--- src/rtl/rsc_pkg.sv ---
package rsc_pkg;

    localparam int VALUE_W         = 64;
    localparam int MAX_DIGITS_DEF  = 64;
    localparam int BASE_W          = 5;
    localparam int DIGIT_W         = 4;
    localparam int CFG_IDX_W       = 4;
    localparam int NIBBLES         = VALUE_W / DIGIT_W;
    localparam int NIB_CNT_W       = $clog2(NIBBLES);
    localparam int BIT_CNT_W       = $clog2(VALUE_W);

    localparam logic [BASE_W-1:0] IN_BASE_RST  = 5'd10;
    localparam logic [BASE_W-1:0] OUT_BASE_RST = 5'd16;
    localparam logic [BASE_W-1:0] BASE_MIN     = 5'd2;
    localparam logic [BASE_W-1:0] BASE_MAX     = 5'd16;

    localparam logic [7:0] ASCII_ZERO = 8'h30;
    localparam logic [7:0] ASCII_NINE = 8'h39;
    localparam logic [7:0] ASCII_A    = 8'h41;
    localparam logic [7:0] ASCII_F    = 8'h46;
    localparam logic [4:0] DIGIT_TEN  = 5'd10;
    localparam logic [4:0] DIGIT_BAD  = 5'd16;

    localparam logic [CFG_IDX_W-1:0] REG_IN_BASE  = 4'd0;
    localparam logic [CFG_IDX_W-1:0] REG_OUT_BASE = 4'd1;

    typedef struct packed {
        logic [7:0] char_code;
        logic       last_in;
    } char_req_t;

    typedef struct packed {
        logic [7:0] digit_char;
        logic       last_out;
        logic       overflow;
        logic       bad_char;
    } digit_req_t;

    typedef struct packed {
        logic               start;
        logic               clear;
        logic [DIGIT_W-1:0] digit;
    } acc_cmd_t;

    typedef struct packed {
        logic done;
        logic ovf;
    } acc_stat_t;

    typedef struct packed {
        logic start;
        logic reload;
    } div_cmd_t;

    typedef struct packed {
        logic               done;
        logic               nonzero;
        logic [DIGIT_W-1:0] rem;
    } div_stat_t;

    typedef enum logic [2:0] {
        ST_IDLE,
        ST_ACCUM,
        ST_DIVIDE,
        ST_EMIT_RD,
        ST_EMIT_LOAD,
        ST_EMIT_HOLD
    } state_t;

    function automatic logic [BASE_W-1:0] clamp_base(input logic [BASE_W-1:0] b);
        logic [BASE_W-1:0] r;
        r = b;
        if (b < BASE_MIN) r = BASE_MIN;
        else if (b > BASE_MAX) r = BASE_MAX;
        return r;
    endfunction

    // Digit value 0 to 15, or 16 for a character outside 0-9 and A-F.
    function automatic logic [4:0] char_value(input logic [7:0] c);
        logic [7:0] d;
        logic [4:0] r;
        r = DIGIT_BAD;
        if (c >= ASCII_ZERO && c <= ASCII_NINE) begin
            d = c - ASCII_ZERO;
            r = d[4:0];
        end else if (c >= ASCII_A && c <= ASCII_F) begin
            d = c - ASCII_A;
            r = d[4:0] + DIGIT_TEN;
        end
        return r;
    endfunction

    function automatic logic [7:0] digit_ascii(input logic [DIGIT_W-1:0] d);
        logic [7:0] r;
        if (d < DIGIT_TEN[DIGIT_W-1:0]) r = ASCII_ZERO + {4'd0, d};
        else r = ASCII_A + {4'd0, d - DIGIT_TEN[DIGIT_W-1:0]};
        return r;
    endfunction

endpackage

--- src/rtl/rsc_ram.sv ---
module rsc_ram #(
    parameter int WIDTH = 4,
    parameter int DEPTH = 64
) (
    input  logic                     clk,
    input  logic                     we,
    input  logic [$clog2(DEPTH)-1:0] waddr,
    input  logic [WIDTH-1:0]         wdata,
    input  logic [$clog2(DEPTH)-1:0] raddr,
    output logic [WIDTH-1:0]         rdata
);

    logic [WIDTH-1:0] mem_reg [DEPTH];
    logic [WIDTH-1:0] rdata_reg;

    always_ff @(posedge clk)
    begin
        if (we)
        begin
            mem_reg[waddr] <= wdata;
        end
        rdata_reg <= mem_reg[raddr];
    end

    assign rdata = rdata_reg;

endmodule

--- src/rtl/rsc_acc.sv ---
module rsc_acc (
    input  logic                              clk,
    input  logic                              rst_n,
    input  rsc_pkg::acc_cmd_t                 cmd,
    input  logic [rsc_pkg::BASE_W-1:0]        base,
    output rsc_pkg::acc_stat_t                stat,
    output logic [rsc_pkg::VALUE_W-1:0]       value
);

    logic [rsc_pkg::VALUE_W-1:0]   acc_reg, acc_next;
    logic [rsc_pkg::DIGIT_W-1:0]   carry_reg, carry_next;
    logic [rsc_pkg::NIB_CNT_W-1:0] cnt_reg, cnt_next;
    logic                          busy_reg, busy_next;
    logic                          done_reg, done_next;
    logic                          ovf_reg, ovf_next;
    logic [8:0]                    prod;

    // One nibble of the accumulator is multiplied by the base per cycle; the
    // register rotates right so the full word is back in place after all nibbles.
    assign prod = {5'd0, acc_reg[rsc_pkg::DIGIT_W-1:0]} * {4'd0, base}
                  + {5'd0, carry_reg};

    always_comb
    begin
        acc_next   = acc_reg;
        carry_next = carry_reg;
        cnt_next   = cnt_reg;
        busy_next  = busy_reg;
        done_next  = 1'b0;
        ovf_next   = ovf_reg;
        if (cmd.clear)
        begin
            acc_next = '0;
        end
        else if (cmd.start)
        begin
            busy_next  = 1'b1;
            carry_next = cmd.digit;
            cnt_next   = '0;
        end
        else if (busy_reg)
        begin
            acc_next   = {prod[rsc_pkg::DIGIT_W-1:0],
                          acc_reg[rsc_pkg::VALUE_W-1:rsc_pkg::DIGIT_W]};
            carry_next = prod[7:4];
            cnt_next   = cnt_reg + rsc_pkg::NIB_CNT_W'(1);
            if (cnt_reg == rsc_pkg::NIB_CNT_W'(rsc_pkg::NIBBLES - 1))
            begin
                busy_next = 1'b0;
                done_next = 1'b1;
                ovf_next  = (prod[7:4] != '0);
            end
        end
    end

    always_ff @(posedge clk or negedge rst_n)
    begin
        if (!rst_n)
        begin
            acc_reg   <= '0;
            carry_reg <= '0;
            cnt_reg   <= '0;
            busy_reg  <= 1'b0;
            done_reg  <= 1'b0;
            ovf_reg   <= 1'b0;
        end
        else
        begin
            acc_reg   <= acc_next;
            carry_reg <= carry_next;
            cnt_reg   <= cnt_next;
            busy_reg  <= busy_next;
            done_reg  <= done_next;
            ovf_reg   <= ovf_next;
        end
    end

    assign stat.done = done_reg;
    assign stat.ovf  = ovf_reg;
    assign value     = acc_reg;

endmodule

--- src/rtl/rsc_div.sv ---
module rsc_div (
    input  logic                              clk,
    input  logic                              rst_n,
    input  rsc_pkg::div_cmd_t                 cmd,
    input  logic [rsc_pkg::VALUE_W-1:0]       value,
    input  logic [rsc_pkg::BASE_W-1:0]        base,
    output rsc_pkg::div_stat_t                stat
);

    logic [rsc_pkg::VALUE_W-1:0]   q_reg, q_next;
    logic [rsc_pkg::DIGIT_W-1:0]   r_reg, r_next;
    logic [rsc_pkg::BIT_CNT_W-1:0] cnt_reg, cnt_next;
    logic                          busy_reg, busy_next;
    logic                          done_reg, done_next;
    logic                          nz_reg, nz_next;
    logic [rsc_pkg::BASE_W-1:0]    trial;
    logic [rsc_pkg::BASE_W-1:0]    diff;
    logic                          qbit;

    // Restoring long division, one dividend bit per cycle, most significant
    // first. Quotient bits shift into the dividend register from the bottom.
    assign trial = {r_reg, q_reg[rsc_pkg::VALUE_W-1]};
    assign qbit  = (trial >= base);
    assign diff  = trial - base;

    always_comb
    begin
        q_next    = q_reg;
        r_next    = r_reg;
        cnt_next  = cnt_reg;
        busy_next = busy_reg;
        done_next = 1'b0;
        nz_next   = nz_reg;
        if (cmd.start)
        begin
            if (cmd.reload)
            begin
                q_next = value;
            end
            r_next    = '0;
            cnt_next  = '0;
            nz_next   = 1'b0;
            busy_next = 1'b1;
        end
        else if (busy_reg)
        begin
            q_next   = {q_reg[rsc_pkg::VALUE_W-2:0], qbit};
            r_next   = qbit ? diff[rsc_pkg::DIGIT_W-1:0] : trial[rsc_pkg::DIGIT_W-1:0];
            nz_next  = nz_reg | qbit;
            cnt_next = cnt_reg + rsc_pkg::BIT_CNT_W'(1);
            if (cnt_reg == rsc_pkg::BIT_CNT_W'(rsc_pkg::VALUE_W - 1))
            begin
                busy_next = 1'b0;
                done_next = 1'b1;
            end
        end
    end

    always_ff @(posedge clk or negedge rst_n)
    begin
        if (!rst_n)
        begin
            q_reg    <= '0;
            r_reg    <= '0;
            cnt_reg  <= '0;
            busy_reg <= 1'b0;
            done_reg <= 1'b0;
            nz_reg   <= 1'b0;
        end
        else
        begin
            q_reg    <= q_next;
            r_reg    <= r_next;
            cnt_reg  <= cnt_next;
            busy_reg <= busy_next;
            done_reg <= done_next;
            nz_reg   <= nz_next;
        end
    end

    assign stat.done    = done_reg;
    assign stat.nonzero = nz_reg;
    assign stat.rem     = r_reg;

endmodule

--- src/rtl/radix_string_converter.sv ---
// Each character request is accepted in the idle state and then passed through the nibble-serial accumulator.
// A last character then starts the bit-serial divider, which yields one output digit per division,
// followed by the read, load and hold states for each digit emitted, where the output side may stall.
// One number is converted at a time; no character is taken until its digits are delivered.
// Reset (rst_n, asynchronous, active low) clears the value, the flags and all control state,
// and sets the input base to 10 and the output base to 16.
module radix_string_converter #(
    parameter int MAX_DIGITS = rsc_pkg::MAX_DIGITS_DEF
) (
    input  logic                            clk,
    input  logic                            rst_n,
    input  logic                            char_valid,
    output logic                            char_stall,
    input  rsc_pkg::char_req_t              char_req,
    output logic                            digit_valid,
    input  logic                            digit_stall,
    output rsc_pkg::digit_req_t             digit_req,
    input  logic                            cfg_valid,
    output logic                            cfg_ready,
    input  logic [rsc_pkg::CFG_IDX_W-1:0]   cfg_index,
    input  logic [rsc_pkg::BASE_W-1:0]      cfg_data
);

    localparam int AW    = $clog2(MAX_DIGITS);
    localparam int CNT_W = $clog2(MAX_DIGITS + 1);

    rsc_pkg::state_t               state_reg, state_next;
    logic [CNT_W-1:0]              count_reg, count_next;
    logic [CNT_W-1:0]              count_inc, count_dec;
    logic                          last_reg, last_next;
    logic                          ovf_reg, ovf_next;
    logic                          bad_reg, bad_next;
    logic                          out_valid_reg, out_valid_next;
    rsc_pkg::digit_req_t           out_reg, out_next;
    logic [rsc_pkg::BASE_W-1:0]    in_base_reg, out_base_reg;
    logic [rsc_pkg::BASE_W-1:0]    in_base_eff, out_base_eff;
    logic [4:0]                    char_val;
    rsc_pkg::acc_cmd_t             acc_cmd;
    rsc_pkg::acc_stat_t            acc_stat;
    rsc_pkg::div_cmd_t             div_cmd;
    rsc_pkg::div_stat_t            div_stat;
    logic [rsc_pkg::VALUE_W-1:0]   acc_value;
    logic                          ram_we;
    logic [rsc_pkg::DIGIT_W-1:0]   ram_rdata;

    assign cfg_ready = 1'b1;

    always_ff @(posedge clk or negedge rst_n)
    begin
        if (!rst_n)
        begin
            in_base_reg  <= rsc_pkg::IN_BASE_RST;
            out_base_reg <= rsc_pkg::OUT_BASE_RST;
        end
        else if (cfg_valid && cfg_ready)
        begin
            unique case (cfg_index)
                rsc_pkg::REG_IN_BASE:  in_base_reg  <= cfg_data;
                rsc_pkg::REG_OUT_BASE: out_base_reg <= cfg_data;
                default: ;
            endcase
        end
    end

    assign in_base_eff  = rsc_pkg::clamp_base(in_base_reg);
    assign out_base_eff = rsc_pkg::clamp_base(out_base_reg);
    assign char_val     = rsc_pkg::char_value(char_req.char_code);
    assign count_inc    = count_reg + CNT_W'(1);
    assign count_dec    = count_reg - CNT_W'(1);

    rsc_acc u_acc (
        .clk   (clk),
        .rst_n (rst_n),
        .cmd   (acc_cmd),
        .base  (in_base_eff),
        .stat  (acc_stat),
        .value (acc_value)
    );

    rsc_div u_div (
        .clk   (clk),
        .rst_n (rst_n),
        .cmd   (div_cmd),
        .value (acc_value),
        .base  (out_base_eff),
        .stat  (div_stat)
    );

    rsc_ram #(
        .WIDTH (rsc_pkg::DIGIT_W),
        .DEPTH (MAX_DIGITS)
    ) u_store (
        .clk   (clk),
        .we    (ram_we),
        .waddr (count_reg[AW-1:0]),
        .wdata (div_stat.rem),
        .raddr (count_dec[AW-1:0]),
        .rdata (ram_rdata)
    );

    always_comb
    begin
        state_next     = state_reg;
        count_next     = count_reg;
        last_next      = last_reg;
        ovf_next       = ovf_reg;
        bad_next       = bad_reg;
        out_next       = out_reg;
        out_valid_next = out_valid_reg;
        acc_cmd        = '0;
        div_cmd        = '0;
        ram_we         = 1'b0;
        unique case (state_reg)
            rsc_pkg::ST_IDLE:
            begin
                if (char_valid)
                begin
                    acc_cmd.start = 1'b1;
                    if (char_val == rsc_pkg::DIGIT_BAD)
                    begin
                        bad_next      = 1'b1;
                        acc_cmd.digit = '0;
                    end
                    else
                    begin
                        acc_cmd.digit = char_val[rsc_pkg::DIGIT_W-1:0];
                    end
                    last_next  = char_req.last_in;
                    state_next = rsc_pkg::ST_ACCUM;
                end
            end
            rsc_pkg::ST_ACCUM:
            begin
                if (acc_stat.done)
                begin
                    if (acc_stat.ovf)
                    begin
                        ovf_next = 1'b1;
                    end
                    if (last_reg)
                    begin
                        div_cmd.start  = 1'b1;
                        div_cmd.reload = 1'b1;
                        count_next     = '0;
                        state_next     = rsc_pkg::ST_DIVIDE;
                    end
                    else
                    begin
                        state_next = rsc_pkg::ST_IDLE;
                    end
                end
            end
            rsc_pkg::ST_DIVIDE:
            begin
                if (div_stat.done)
                begin
                    ram_we     = 1'b1;
                    count_next = count_inc;
                    if (div_stat.nonzero && (count_inc < CNT_W'(MAX_DIGITS)))
                    begin
                        div_cmd.start = 1'b1;
                    end
                    else
                    begin
                        state_next = rsc_pkg::ST_EMIT_RD;
                    end
                end
            end
            rsc_pkg::ST_EMIT_RD:
            begin
                state_next = rsc_pkg::ST_EMIT_LOAD;
            end
            rsc_pkg::ST_EMIT_LOAD:
            begin
                out_next.digit_char = rsc_pkg::digit_ascii(ram_rdata);
                out_next.last_out   = (count_reg == CNT_W'(1));
                out_next.overflow   = ovf_reg;
                out_next.bad_char   = bad_reg;
                out_valid_next      = 1'b1;
                state_next          = rsc_pkg::ST_EMIT_HOLD;
            end
            rsc_pkg::ST_EMIT_HOLD:
            begin
                if (!digit_stall)
                begin
                    out_valid_next = 1'b0;
                    count_next     = count_dec;
                    if (count_reg == CNT_W'(1))
                    begin
                        acc_cmd.clear = 1'b1;
                        ovf_next      = 1'b0;
                        bad_next      = 1'b0;
                        state_next    = rsc_pkg::ST_IDLE;
                    end
                    else
                    begin
                        state_next = rsc_pkg::ST_EMIT_RD;
                    end
                end
            end
            default:
            begin
                state_next = rsc_pkg::ST_IDLE;
            end
        endcase
    end

    always_ff @(posedge clk or negedge rst_n)
    begin
        if (!rst_n)
        begin
            state_reg     <= rsc_pkg::ST_IDLE;
            count_reg     <= '0;
            last_reg      <= 1'b0;
            ovf_reg       <= 1'b0;
            bad_reg       <= 1'b0;
            out_valid_reg <= 1'b0;
        end
        else
        begin
            state_reg     <= state_next;
            count_reg     <= count_next;
            last_reg      <= last_next;
            ovf_reg       <= ovf_next;
            bad_reg       <= bad_next;
            out_valid_reg <= out_valid_next;
        end
    end

    always_ff @(posedge clk)
    begin
        out_reg <= out_next;
    end

    assign char_stall  = (state_reg != rsc_pkg::ST_IDLE);
    assign digit_valid = out_valid_reg;
    assign digit_req   = out_reg;

    a_digit_has_count: assert property (@(posedge clk) disable iff (!rst_n)
        digit_valid |-> (count_reg != '0))
        else $error("digit request with empty digit store");

    a_count_bound: assert property (@(posedge clk) disable iff (!rst_n)
        count_reg <= CNT_W'(MAX_DIGITS))
        else $error("digit count beyond store depth");

    a_last_frees_input: assert property (@(posedge clk) disable iff (!rst_n)
        (digit_valid && !digit_stall && digit_req.last_out) |=> !char_stall)
        else $error("input not reopened after final digit");

    a_acc_done_in_accum: assert property (@(posedge clk) disable iff (!rst_n)
        acc_stat.done |-> (state_reg == rsc_pkg::ST_ACCUM))
        else $error("accumulator finished outside accumulate state");

    a_div_done_in_divide: assert property (@(posedge clk) disable iff (!rst_n)
        div_stat.done |-> (state_reg == rsc_pkg::ST_DIVIDE))
        else $error("divider finished outside divide state");

endmodule
--- config.mk ---
export PLATFORM = sky130hd
export DESIGN_NAME = radix_string_converter
export DESIGN_NICKNAME = d
export VERILOG_FILES = /design/src/rtl/rsc_pkg.sv /design/src/rtl/rsc_ram.sv /design/src/rtl/rsc_acc.sv /design/src/rtl/rsc_div.sv /design/src/rtl/radix_string_converter.sv
export SDC_FILE = /design/constraint.sdc
export NUM_CORES = 1
export LEC_CHECK = 0
export ABC_CLOCK_PERIOD_IN_PS = 4700
export BUFFER_PORTS_ARGS = -buffer_cell sky130_fd_sc_hd__buf_2
export CAP_MARGIN = 25
export CORE_ASPECT_RATIO = 0.5
export CORE_MARGIN = 1
export CORE_UTILIZATION = 55
export CTS_CLUSTER_SIZE = 14
export DETAILED_ROUTE_END_ITERATION = 10
export GPL_TIMING_DRIVEN = 0
export PLACE_DENSITY_LB_ADDON = 0.25
export SYNTH_ARGS = -nofsm -noshare
export SYNTH_HDL_FRONTEND = slang
export SYNTH_HIERARCHICAL = 1
export SYNTH_SLANG_ARGS = --single-unit
--- constraint.sdc ---
create_clock -name clk -period 4.7 [get_ports clk]
set_input_delay 0.94 -clock clk [delete_from_list [all_inputs] [get_ports clk]]
set_output_delay 0.94 -clock clk [all_outputs]
set_load 0.05 [all_outputs]
---- Word level (Yosys, flattened, before mapping) ----
Memory sizes are Yosys's and may differ from the RTL's. A register that Yosys moved wholly into a read port is not among the register bits.
Cells that the tools add are included.
Widths: inputs -> output; s select.
storage, ports and cells
  RAM bits ................................ 256
  output and inout port bits .............. 14
  memories ................................ 1
  latch bits .............................. 0
  logic and storage cells ................. 177
  flip-flop bits (word level) ............. 187
  input port bits ......................... 23
  memory bits (read-only) ................. 0
operators by class
  shift-type cells ........................ 0
  mux-type cells .......................... 78
  equality and inequality tests ........... 21
  divide/modulo/power cells ............... 0
  order comparisons ....................... 11
  $add $sub $neg .......................... 12
  reduce and logical (&&, ||, !) cells .... 26
  bitwise logic cells ..................... 3
  $mul .................................... 1
memories
  memory           words  bits a word  rd ports  clocked after Yosys merged registers in  write ports  line           text
  u_store.mem_reg  64     4            1         1                                        1            rsc_ram.sv:13  logic [WIDTH-1:0] mem_reg [DEPTH];
operators with widths
  operator             number
  $mux 64              6
  $mux 4               10
  $mux 1               34
  $mux 5               6
  $mux 7               4
  $pmux 7 s3           1
  $reduce_and 5->1     4
  $pmux 3 s6           1
  $ne 2x2->1 const B   8
  $mux 3               5
  $reduce_and 2->1     7
  $mux 6               2
  $reduce_bool 2->1    6
  $gt 5x5->1 const B   2
  $lt 5x2->1 const B   2
  $add 7x4->8 const A  1
  $add 8x4->8          1
  $ge 8x6->1 const B   1
  $ge 8x7->1 const B   1
  $le 8x6->1 const B   1
  $le 8x7->1 const B   1
  $mul 4x5->8          1
  $mux 2               4
  $mux 8               1
  other kinds (31)     42

---- Longest topological paths before layout ----
  depth in word-level cells ............... 9
  mapped depth ............................ 15

---- Modules after synthesis ----
The synthesis kept the hierarchy.
modules (own cells, without submodules)
  module                  area each (sq um)  times used  cells each  seq. area each (sq um)
  rsc_ram                 10396.2            1           521         7767.4
  rsc_div                 3702.3             1           355         1926.8
  rsc_acc                 3522.1             1           282         1876.8
  radix_string_converter  2183.3             1           226         904.6

---- Worst setup path after synthesis ----
Ideal clock, no wire load.
  path kind ............................... reg-to-reg
  from .................................... register in_base_reg[3] in the netlist's numbering
  to ...................................... register u_acc.ovf_reg
  data arrival time ....................... 3.534 ns
  slack ................................... 1.025 ns
  cell stages (with the launch flop) ...... 14
  data required time ...................... 4.559 ns
  path buffers ............................ 0
  period minus slack after synthesis ...... 3.675 ns
  path through ............................ dfstp_2 > nor3_1 > nor3b_1 > nand2_1 > fa_1 > fa_1 > fa_1 > inv_1 > ha_1 > a211oi_1 > o21bai_1 > a21oi_1 > xor2_1 > a41oi_1
between the ends
  longest elaborated chain between the ends .. 6
  elaborated cells on any way between the ends .. 7
RTL lines
  element                          line                          text
  start, declared                  radix_string_converter.sv:35  logic [rsc_pkg::BASE_W-1:0] in_base_reg, out_base_reg;
  start signal, assigned           radix_string_converter.sv:52  in_base_reg <= rsc_pkg::IN_BASE_RST;
  start signal, assigned           radix_string_converter.sv:58  rsc_pkg::REG_IN_BASE: in_base_reg <= cfg_data;
  $gt 5x5->1                       rsc_pkg.sv:74                 else if (b > BASE_MAX) r = BASE_MAX;
  $mux 5                           rsc_pkg.sv:74
  $mux 5 *                         rsc_pkg.sv:73                 if (b < BASE_MIN) r = BASE_MIN;
  named net in_base_eff (one bit)  radix_string_converter.sv:36  logic [rsc_pkg::BASE_W-1:0] in_base_eff, out_base_eff;
  $mul 4x5->8 *                    rsc_acc.sv:20                 assign prod = {5'd0, acc_reg[rsc_pkg::DIGIT_W-1:0]} * {4'd0, base}
  $add 8x4->8 *                    rsc_acc.sv:21                 + {5'd0, carry_reg};
  $reduce_bool 4->1 *              rsc_acc.sv:51                 ovf_next = (prod[7:4] != '0);
  end signal, assigned             rsc_acc.sv:74                 ovf_reg <= ovf_next;
  end, declared                    rsc_acc.sv:15                 logic ovf_reg, ovf_next;
The timed path passes the listed nets; every way through them passes the cells marked *.
A chain may end at the register's enable or synchronous reset.

---- Final worst setup path ----
  from .................................... register in_base_reg[1] in the netlist's numbering
  to ...................................... register u_acc.ovf_reg
The elaborated chain is that of the path after synthesis.

==> flow_summary.toml <==
[layout]
multi_input_area_sq_mm = 0.006635
mostFrequentLayoutCell = "edfxtp_1"
nets = 1529
fillers = 2558
ff_latch_area_sq_mm = 0.01248
syn_to_final_growth_pct = 10.35
largest_register_ffs = 256
layout-drive-gt1-share = 0.1544
mostFrequentLayoutCells = "edfxtp_1, dfrtp_1, nor2_1"

[timing]
tns_ns = 0
post-route-period-util = 0.8968
finalCriticalPeriod_ns = 4.215
tightest_slew_ns = 1.025
finalClockSkew_ns = 0.01873
relSlewSlack = 0.3169
max_freq_ghz = 0.2372
hold_viol = 0
final-setup-viol-count = 0
rsz0062_at_grt = "false"
whs_ns = 0.4377
drv_slew = 0

[floorplanning]
die_h_microns = 136.2
core_area_sq_mm = 0.03495
io_pins = 37
die_w_microns = 270.4
die_area_sq_mm = 0.03682
initial_core_util = 0.5666
rows = 48

[synthesis]
syn-instance-count = 1384
yosysSeqAreaShare = 0.6300
yosysUniqueCellTypes = 86
synth-edff-count = 266
synth_async_sr_flop_share = 0.3946
ys_ff_latch = 446
synthTopCellsByArea = "edfxtp_1, dfrtp_1, mux4_2, mux2i_1, a22o_1"
synth_area_leader_cell = "edfxtp_1"
syn_area_sq_mm = 0.01980
syn_avg_cell_area_sq_um = 14.31
synth_top_area_share = 0.4033
synth.net_count = 1449
synth-main-ff-cell = "edfxtp_1"
ys_warn_count = 6

[worst_setup_path]
crit_required_ns = 5.10
path_max_fanout = 4
start_kind = "register"
arrival_ns = 4.61
crit_path_end_kind = "register"
rrSetupSlack_ns = 0.48
path_class = "register to register"

[global_routing]
grt_max_degree = 106
grt_pass1_vias = 11950
grt_usage = 0.2340
grt_overflow = 0
grt_pass1_wl_mm = 66.09
antenna_found_initial = 3

[power]
p_per_area_mw_per_mm2 = 588.2
peakVddDrop_mv = 0.3299
power_mw = 12.86
cellLeakagePower_nw = 8.060

[placement]
portBuffers = 33
dp_hpwl_mm = 28.59
finalWeightedCongestion = 0.9267

[clocking]
cts_buffers = 40
cts_setup_buffers = 0
clockBufferDepth = 3
cts_tree = "built"
clk_latency_ns = 0.55
cts.clk_slew.worst_paths_ns = 0.07
clock-root-buffer = "clkbuf_16"
htreeDepth = 2
ctsHoldBuffers = 0
cts.sinks = 446
cts_resized = 0

[detailed_routing]
drt_iter0_drc = 976
drt_wl_total_mm = 42.40
ant_nets = 0
wl_per_cell_microns = 21.57
dr.pass1.iters = 9
vias = 12000
avgViaCountPerCell = 6.101
drc = 0

[run_status]
outcome = "completed"

[hold_path]
hold_class = "input pin to asynchronous set/reset pin"

[job]
cap_violations = 0
==> cell families after synthesis <==
kind of cell,after synthesis,synth area share
AND/OR/NAND/NOR,344,0.08220
AO/OA/AOI/OAI,256,0.08965
XOR/XNOR,20,0.008845
multiplexers,154,0.1240
other,2,0.0003792
adder cells (fa/ha/maj),42,0.02995
buffers and inverters,120,0.03500
flip-flops,446,0.6300
==> Yosys cell counts (5+ instances only) <==
cell,n
edfxtp_1,266
dfrtp_1,173
nor2_1,116
nand2_1,114
o21ai_0,90
mux2i_1,74
a22o_1,66
mux4_2,46
ha_1,33
inv_1,33
clkbuf_1,25
a21oi_1,23
buf_2,21
mux4_1,19
buf_6,18
nand3_1,17
and2_1,16
mux2_2,14
buf_4,13
nor2b_1,12
nor3_1,12
a22oi_1,11
nand2b_1,11
xor2_1,11
fa_1,9
o22ai_1,9
xnor2_1,9
a211oi_1,7
nand4_1,6
o221ai_1,6
buf_1,5
nand3b_1,5
or3_1,5
==> per-layer routing <==
layer	vias up	routed length [microns]	GRT usage
met3	79	2945	0.04610
met5	-	0	0
met1	6133	17860	0.3131
met2	409	20560	0.3927
met4	0	1033	0.06968
li1	5374	-	-
==> layout make-up <==
cell class,instances,area share
buffer,84,0.02554
clock buffer,57,0.05010
tap,475,0.02720
antenna,1,0.0001145
multi-input combinational,818,0.3036
inverter,36,0.006183
clock inverter,11,0.003206
timing repair buffer,38,0.01294
sequential,446,0.5711
==> power by group <==
group          internal [mW]  switching, mW  leakage [nW]
logic                   1.82           2.61          2.73
clock network           1.62           1.39         0.569
registers               4.92          0.483          4.76
==> critical path, stage by stage (launching register included) <==
cell and delay [ns]:
dfstp_2 0.55, nor3_1 0.05, nor3b_1 0.40, nand2_1 0.15, fa_1 0.52, fa_1 0.53
fa_1 0.52, inv_1 0.04, ha_1 0.23, a211oi_1 0.34, o21bai_1 0.13, a21oi_1 0.18
xor2_1 0.27, a41oi_1 0.16
==> path summary, 6_finish.rpt <==
path,from,endpoint,cells past startpoint
setup / recovery,in_base_reg[1],u_acc/ovf_reg,13
min in group clk,u_div/q_reg[52],u_div/q_reg[52],2
setup reg to reg,in_base_reg[1],u_acc/ovf_reg,13
max in group asynchronous,rst_n,u_div/r_reg[3],2
hold / removal,rst_n,u_div/q_reg[7],1
hold reg to reg,u_div/q_reg[52],u_div/q_reg[52],2
==> metrics by stage <==
| stage | std cells | cell area, sq um | utilization | setup slack (ns) |
|---|---|---|---|---|
| after floorplan | 1384 | 19800 | - | 1.025 |
| after global placement | 1892 | 20560 | 0.5883 | -0.009115 |
| after detailed placement | 1897 | 20690 | 0.5918 | 0.5314 |
| after CTS | 1965 | 21850 | 0.6251 | 0.4975 |
| after global routing | 1966 | 21850 | 0.6252 | 0.2562 |
| final | 1966 | 21850 | 0.6252 | 0.4849 |
Note: power is estimated with default switching activity, not from simulation.
